$ cat src/hw/rtl/dgv_pkg.sv
// Shared types, constants and helpers for the drag/gravity velocity step block.
`default_nettype none
package dgv_pkg;

	// CORDIC depth and arctangent table (32-bit binary angle, pi/4 first)
	localparam int ANGLE_ITERATIONS = 16;
	localparam int CORDIC_TABLE_LEN = 24;
	localparam logic [31:0] ATAN_TAB [CORDIC_TABLE_LEN] = '{
		32'h20000000, 32'h12E4051E, 32'h09FB385B, 32'h051111D4, 32'h028B0D43, 32'h0145D7E1,
		32'h00A2F61E, 32'h00517C55, 32'h0028BE53, 32'h00145F2F, 32'h000A2F98, 32'h000517CC,
		32'h00028BE6, 32'h000145F3, 32'h0000A2FA, 32'h0000517D, 32'h000028BE, 32'h0000145F,
		32'h00000A30, 32'h00000518, 32'h0000028C, 32'h00000146, 32'h000000A3, 32'h00000051
	};

	// pipeline depths
	localparam int FRONT_STAGES = 6;
	localparam int SQRT_STEPS   = 32;
	localparam int CORDIC_LAT   = ANGLE_ITERATIONS + 1;
	localparam int PIPE_LAT     = FRONT_STAGES + SQRT_STEPS + CORDIC_LAT + 1;

	// register file
	localparam logic [23:0] DRAG_RESET    = 24'd10066;
	localparam logic [21:0] GRAVITY_RESET = 22'd642409;
	typedef enum logic {
		REG_DRAG    = 1'b0,
		REG_GRAVITY = 1'b1
	} reg_idx_t;

	// values carried alongside the magnitude and angle units
	typedef struct packed {
		logic [31:0] nv_n;
		logic [31:0] nv_e;
		logic [31:0] nv_d;
		logic [31:0] ac_n;
		logic [31:0] ac_e;
		logic [31:0] ac_d;
	} side_t;

	typedef struct packed {
		side_t       side;
		logic [31:0] total;
		logic [31:0] ground;
	} spd_t;

	// clamp a 36-bit signed value to the 32-bit signed range
	function automatic logic [31:0] sat32(input logic signed [35:0] x);
		logic [31:0] r;
		if (x > 36'sd2147483647)
			r = 32'h7FFF_FFFF;
		else if (x < -36'sd2147483648)
			r = 32'h8000_0000;
		else
			r = x[31:0];
		return r;
	endfunction

	// magnitude of a 32-bit signed value, as unsigned
	function automatic logic [31:0] mag32(input logic [31:0] x);
		return x[31] ? (~x + 32'd1) : x;
	endfunction

endpackage
`default_nettype wire

$ cat src/hw/rtl/dgv_isqrt.sv
// Pipelined 64-bit integer square root, one result bit per stage.
`default_nettype none
module dgv_isqrt (
	input  wire logic        clk,
	input  wire logic        en,
	input  wire logic [63:0] radicand,
	output logic [31:0]      root
);
	import dgv_pkg::*;

	logic [63:0] bits_s [SQRT_STEPS];
	logic [35:0] rem_s  [SQRT_STEPS];
	logic [31:0] root_s [SQRT_STEPS+1];

	assign bits_s[0] = radicand;
	assign rem_s[0]  = '0;
	assign root_s[0] = '0;

	// restoring square root: bring down two bits, try (4*root+1)
	for (genvar i = 0; i < SQRT_STEPS; i++) begin : g_step
		logic [35:0] cur;
		logic [35:0] trial;
		logic        ge;
		assign cur   = {rem_s[i][33:0], bits_s[i][63:62]};
		assign trial = {2'b00, root_s[i], 2'b01};
		assign ge    = (cur >= trial);

		always_ff @(posedge clk) begin
			if (en) begin
				root_s[i+1] <= {root_s[i][30:0], ge};
			end
		end

		if (i < SQRT_STEPS - 1) begin : g_carry
			always_ff @(posedge clk) begin
				if (en) begin
					rem_s[i+1]  <= ge ? (cur - trial) : cur;
					bits_s[i+1] <= {bits_s[i][61:0], 2'b00};
				end
			end
		end
	end

	assign root = root_s[SQRT_STEPS];

endmodule
`default_nettype wire

$ cat config.mk
export PLATFORM = sky130hd
export DESIGN_NAME = dgv_isqrt
export DESIGN_NICKNAME = d
export VERILOG_FILES = /design/src/hw/rtl/dgv_pkg.sv /design/src/hw/rtl/dgv_isqrt.sv
export SDC_FILE = /design/constraint.sdc
export NUM_CORES = 2
export LEC_CHECK = 0
export BUFFER_PORTS_ARGS = -buffer_cell sky130_fd_sc_hd__buf_2
export CELL_PAD_IN_SITES_DETAIL_PLACEMENT = 1
export CELL_PAD_IN_SITES_GLOBAL_PLACEMENT = 1
export CORE_UTILIZATION = 50
export CTS_CLUSTER_DIAMETER = 200
export DETAILED_ROUTE_END_ITERATION = 8
export GPL_ROUTABILITY_DRIVEN = 0
export PLACE_DENSITY_LB_ADDON = 0.05
export SYNTH_ARGS = -nofsm -noshare
export SYNTH_HDL_FRONTEND = slang
export SYNTH_SLANG_ARGS = --single-unit
$ cat constraint.sdc
create_clock -name clk -period 9.4 [get_ports clk]
set_input_delay 0.47 -clock clk [delete_from_list [all_inputs] [get_ports clk]]
set_output_delay 0.47 -clock clk [all_outputs]
set_load 0.05 [all_outputs]
# Yosys cells after proc, flatten, opt, wreduce, memory -nomap -nowiden
# Cells that the tools add are included.
[op_classes]
n_addsub = 31
order_cmp = 32
n_mux = 31
[ops]
columns = ["cell", "count"]
rows = [
  ["two-way mux 34 bit", 30],
  ["greater-or-equal comparator 36 x 10 -> 1 bit", 1],
  ["greater-or-equal comparator 36 x 11 -> 1 bit", 1],
  ["greater-or-equal comparator 36 x 12 -> 1 bit", 1],
  ["greater-or-equal comparator 36 x 13 -> 1 bit", 1],
  ["greater-or-equal comparator 36 x 14 -> 1 bit", 1],
  ["greater-or-equal comparator 36 x 15 -> 1 bit", 1],
  ["greater-or-equal comparator 36 x 16 -> 1 bit", 1],
  ["greater-or-equal comparator 36 x 17 -> 1 bit", 1],
  ["greater-or-equal comparator 36 x 18 -> 1 bit", 1],
  ["greater-or-equal comparator 36 x 19 -> 1 bit", 1],
  ["greater-or-equal comparator 36 x 20 -> 1 bit", 1],
  ["greater-or-equal comparator 36 x 21 -> 1 bit", 1],
  ["greater-or-equal comparator 36 x 22 -> 1 bit", 1],
  ["greater-or-equal comparator 36 x 23 -> 1 bit", 1],
  ["greater-or-equal comparator 36 x 24 -> 1 bit", 1],
  ["greater-or-equal comparator 36 x 25 -> 1 bit", 1],
  ["greater-or-equal comparator 36 x 26 -> 1 bit", 1],
  ["greater-or-equal comparator 36 x 27 -> 1 bit", 1],
  ["greater-or-equal comparator 36 x 28 -> 1 bit", 1],
  ["greater-or-equal comparator 36 x 29 -> 1 bit", 1],
  ["greater-or-equal comparator 36 x 3 -> 1 bit", 1],
  ["greater-or-equal comparator 36 x 30 -> 1 bit", 1],
  ["greater-or-equal comparator 36 x 31 -> 1 bit", 1],
  ["41 further kinds", 41],
]
[word_totals]
regBits = 2543
inputBits = 66
word_cells = 189

# Logic depth before layout (Yosys ltp)
[depth]
word_depth = 2
mapped_depth = 14
depth_no_buf = 13

# Least setup slack after synthesis
# OpenSTA, ideal clock, no wires.
[synth_timing]
path_kind = "register to register"
startpoint = "register rem_s (netlist bit g_step[24].cur[2])"
endpoint = "register rem_s (netlist bit g_step[25].cur[33]), data pin"
arrival_ps = 3007
required_ps = 9129
setup_slack_ps = 6122
path_stages_with_launch = 13
path_buffers = 1
cell_sequence = "edfxtp_1 > ha_1 > nand2b_1 > a211oi_1 > o211ai_1 > a21o_1 > o21ai_0 > o31a_1 > a211oi_1 > clkbuf_1 > or4b_1 > nor4_1 > xor2_1"
[synth_between]
elab_chain_cells = 2
word_cells_on_any_way = 3
classes_between = "add/sub: 1; order compare: 1; mux: 1"
[synth_lines]
columns = ["element", "line", "rtl"]
rows = [
  ["start, declared", "dgv_isqrt.sv:12", "logic [35:0] rem_s [SQRT_STEPS];"],
  ["start signal, assigned by index", "dgv_isqrt.sv:37", "rem_s[i+1] <= ge ? (cur - trial) : cur;"],
  ["subtractor 34 x 26 -> 34 bit or greater-or-equal comparator 36 x 26 -> 1 bit (tied branches)", "dgv_isqrt.sv:37, dgv_isqrt.sv:26", ""],
  ["two-way mux 34 bit (*)", "dgv_isqrt.sv:37", ""],
]
# Mark *: on every way between the ends. The rest lies on a longest branch, timed or not.
# A chain may end at the register's enable or synchronous reset.

# Final worst setup path
[layout_timing]
startpoint = "register rem_s (netlist bit g_step[26].cur[2])"
endpoint = "register rem_s (netlist bit g_step[27].cur[20]), data pin"
[layout_between]
elab_chain_cells = 2
word_cells_on_any_way = 3
classes_between = "add/sub: 1; order compare: 1; mux: 1"
[layout_lines]
columns = ["element", "line", "rtl"]
rows = [
  ["greater-or-equal comparator 36 x 28 -> 1 bit", "dgv_isqrt.sv:26", "assign ge = (cur >= trial);"],
  ["named net g_step[26].ge", "dgv_isqrt.sv:23", "logic ge;"],
  ["two-way mux 34 bit", "dgv_isqrt.sv:37", ""],
]
# The timed path passes the listed nets, and every way through them passes these cells.

==> load_flow_metrics.sql <==
INSERT INTO impl_metrics (metric_group, metric, value, unit) VALUES
('synth', 'synth_cells', '8990', ''),
('sta', 'final-max-slew-violation-count', '0', ''),
('setup_path', 'cp.required', '10030', 'ps'),
('routing', 'drt_pre_antenna_iters', '7', ''),
('placed_design', 'place_hpwl', '185', 'mm'),
('setup_path', 'path_max_fanout', '39', ''),
('synth', 'synth_seq_cells', '2523', ''),
('placed_design', 'portBuffers', '97', ''),
('setup_path', 'path_class', 'reg -> reg', ''),
('routing', 'drtAntennaViolNets', '0', ''),
('hold_path', 'endpoint_of_the_worst_hold_timing_path', 'bits_s[1959]', ''),
('final_layout', 'num-fill-cells', '22900', ''),
('clock_network', 'clockBufferDepth', '4', ''),
('power_and_ir_drop', 'power_per_cell_area', '248', 'nW/um^2'),
('floorplan', 'die_x', '485', 'um'),
('final_layout', 'most-common-layout-cells', 'sky130_fd_sc_hd__edfxtp_1 (2523), sky130_fd_sc_hd__inv_1 (749), sky130_fd_sc_hd__a21oi_1 (595)', ''),
('placed_design', 'detailedPlace.worstSlack', '4550', 'ps'),
('synth', 'asyncSetResetFlopFracSynth', '0', '%'),
('synth', 'synth_enable_flop_cells', '2523', ''),
('global_route', 'grt_first_pass_wirelength', '410', 'mm'),
('sta', 'period_share', '51.7', '%'),
('routing', 'drc_errors', '0', ''),
('synth', 'ys_types', '95', ''),
('floorplan', 'die_height', '485', 'um'),
('sta', 'finalSetupTns', '0', 'ps'),
('clock_network', 'tritoncts', 'done', ''),
('routing', 'dr.first_iter.drc_count', '3960', ''),
('setup_path', 'cp_cell_sequence', 'ha_1 > nor2b_1 > o21ai_0 > nand2b_1 > a221oi_1 > o21ai_0 > a21oi_1 > a21oi_1 > nor3_2 > buf_4 > inv_1 > mux2_2', ''),
('setup_path', 'type_of_element_capturing_the_critical_path', 'flip-flop', ''),
('clock_network', 'tritoncts.num_buffers', '292', ''),
('hold_path', 'worst_hold_startpoint', 'en', ''),
('final_layout', 'flow.area_growth_from_synthesis', '11.9', '%'),
('sta', 'hold_slack', '17.9', 'ps'),
('setup_path', 'family_of_cells_with_the_greatest_summed_delay_on_the_critical_path', 'compound AO/OA/AOI/OAI gates', ''),
('sta', 'setup_repair_after_global_routing_missed_its_margin', 'false', ''),
('hold_path', 'min_path_cells', '1', ''),
('floorplan', 'floorplan.initialDensity', '50.3', '%'),
('floorplan', 'pin_count', '98', ''),
('status', 'outcome', 'complete, no violations', ''),
('clock_network', 'clock-sinks', '2523', ''),
('final_layout', 'post_route_cells_drive_above_1_share', '7.51', '%'),
('power_and_ir_drop', 'leakage', '50.2', 'nW'),
('sta', 'maxSlewHeadroom', '22.8', '%'),
('synth', 'synth_fp_nets', '9618', ''),
('routing', 'postRouteWirelength', '258', 'mm'),
('sta', 'timing_worst_slew_pin_value', '1160', 'ps'),
('power_and_ir_drop', 'vdd_drop_max', '0.193', 'mV'),
('synth', 'dominantRegCellSynth', 'sky130_fd_sc_hd__edfxtp_1', ''),
('global_route', 'grt_pass1_vias', '74300', ''),
('setup_path', 'worst-r2r-setup-slack', '4540', 'ps'),
('floorplan', 'design.core.area', '233000', 'sq um'),
('routing', 'wl_per_cell', '20.5', 'um'),
('setup_path', 'r2r_end', 'g_step[27].cur[20]', ''),
('synth', 'synthesis.area_per_instance', '13.0', 'sq um'),
('synth', 'synthesis.yosys.warnings', '0', ''),
('synth', 'seq_area_frac_synth', '64.8', '%'),
('hold_path', 'path_class_of_the_lowest_slack_min_delay_path', 'in -> reg', ''),
('global_route', 'antenna_violations_before_repair', '3', ''),
('setup_path', 'worst-path-buf-inv', '2', ''),
('global_route', 'track_usage', '21.9', '%'),
('setup_path', 'setup.worst_path.start_class', 'flip-flop', ''),
('global_route', 'grt_start_max_net_pins', '187', ''),
('sta', 'period_needed', '4860', 'ps'),
('setup_path', 'worst_ep_arrival_time', '5490', 'ps'),
('clock_network', 'cts_repair_resize_count', '0', ''),
('final_layout', 'layout.cells.most_common', 'sky130_fd_sc_hd__edfxtp_1', ''),
('sta', 'timing.final.setup_violations', '0', ''),
('floorplan', 'fp-row-count', '177', ''),
('sta', 'fmaxAchievable', '206', 'MHz'),
('clock_network', 'post_cts_buffers', '0', ''),
('synth', 'post_synthesis_instance_area', '117000', 'sq um');
==> worst max path at each step <==
stage / endpoint / from / cells past startpoint
after floorplan: g_step[25].cur[33] / g_step[24].cur[2] / 12
after global placement: g_step[27].cur[20] / g_step[26].cur[2] / 12
after detailed placement: g_step[27].cur[20] / g_step[26].cur[2] / 12
after CTS: g_step[27].cur[20] / g_step[26].cur[2] / 12
after global routing: g_step[27].cur[20] / g_step[26].cur[2] / 12
final: g_step[27].cur[20] / g_step[26].cur[2] / 12
==> cells by family after synthesis <==
kind of cell | synth area share, %
flip-flops | 64.8
other | 0.00321
multiplexers | 0.894
AO/OA/AOI/OAI | 9.37
buffers and inverters | 2.93
adder cells (fa/ha/maj) | 6.02
XOR/XNOR | 6.20
AND/OR/NAND/NOR | 9.76
==> registers in the layout, indices dropped and copies added (netlist names) <==
register and flops:
g_step.cur 1003, g_step.trial 496, bits_s 992, root 32
==> stage by stage <==
step / total power, mW / util [%] / cells / instance area, sq um
after floorplan: 19.5 / - / 8990 / 117000
after global routing: 33.9 / 56.3 / 12600 / 131000
after global placement: 21.5 / 52.1 / 12000 / 121000
after detailed placement: 21.7 / 52.1 / 12000 / 121000
final: 32.4 / 56.3 / 12600 / 131000
after CTS: 32.8 / 56.3 / 12600 / 131000
==> layout make-up <==
type / instances / area, sq um / area share (%)
inverter: 753 / 2830 / 2.16
sequential: 2523 / 75800 / 57.9
antenna: 2 / 5.00 / 0.00383
multi-input combinational: 5564 / 37800 / 28.9
clock buffer: 347 / 7620 / 5.83
tap: 3043 / 3810 / 2.91
clock inverter: 148 / 1400 / 1.07
timing repair buffer: 205 / 1600 / 1.22
==> what timing repair did <==
action	4_1_cts	5_1_grt
endpoints found under the hold margin	65	0
hold buffers	65	0
endpoints found under the setup margin	0	0
==> cell usage after synthesis, drive strengths merged, types with 25 or more instances <==
cell type,n,share of area (%)
edfxtp,2523,65
inv,753,2.4
a21oi,595,2.5
nand2,576,1.8
nor2,567,1.8
ha,562,6.0
o21ai,430,1.8
xnor2,414,3.1
xor2,414,3.1
a21o,241,1.5
nor3,234,1.0
nand3,153,0.66
nor4,130,0.70
clkbuf,117,0.38
nand2b,106,0.57
o21a,97,0.62
or3,94,0.51
nand4,91,0.49
mux2,83,0.80
nor2b,76,0.41
o31ai,62,0.40
or2,54,0.29
or4,51,0.34
and3,50,0.27
a211oi,44,0.28
o21bai,43,0.28
a31oi,42,0.23
and2,36,0.19
buf,33,0.14
o211ai,27,0.18
a21boi,25,0.16
==> worst reg2reg max path, stage by stage (launching register included) <==
cell                       delay (ps)
sky130_fd_sc_hd__edfxtp_1         390
sky130_fd_sc_hd__ha_1             360
sky130_fd_sc_hd__nor2b_1          140
sky130_fd_sc_hd__o21ai_0          150
sky130_fd_sc_hd__nand2b_1         130
sky130_fd_sc_hd__a221oi_1         780
sky130_fd_sc_hd__o21ai_0          210
sky130_fd_sc_hd__a21oi_1          370
sky130_fd_sc_hd__a21oi_1          220
sky130_fd_sc_hd__nor3_2           870
sky130_fd_sc_hd__buf_4            500
sky130_fd_sc_hd__inv_1            180
sky130_fd_sc_hd__mux2_2           290
==> layer usage <==
metal | routed length, um | global-route usage [%] | vias to the layer above | part of all wire (%)
met2 | 135000 | 39.9 | 968 | 52
met1 | 109000 | 27.1 | 35000 | 42
met3 | 6630 | 2.53 | 487 | 2.6
met4 | 7990 | 6.95 | 0 | 3.1
li1 | - | - | 33900 | -
met5 | 0 | 0 | - | 0
==> power by group <==
| group | switching (mW) | leakage, nW | internal (mW) | total [mW] |
|---|---|---|---|---|
| Clock | 4.40 | 4.40 | 6.45 | 10.8 |
| Sequential | 0.990 | 24.3 | 14.2 | 15.2 |
| Combinational | 3.73 | 21.5 | 2.62 | 6.35 |
| Total | 9.11 | 50.2 | 23.3 | 32.4 |
Power figures use the tool's default switching activity.
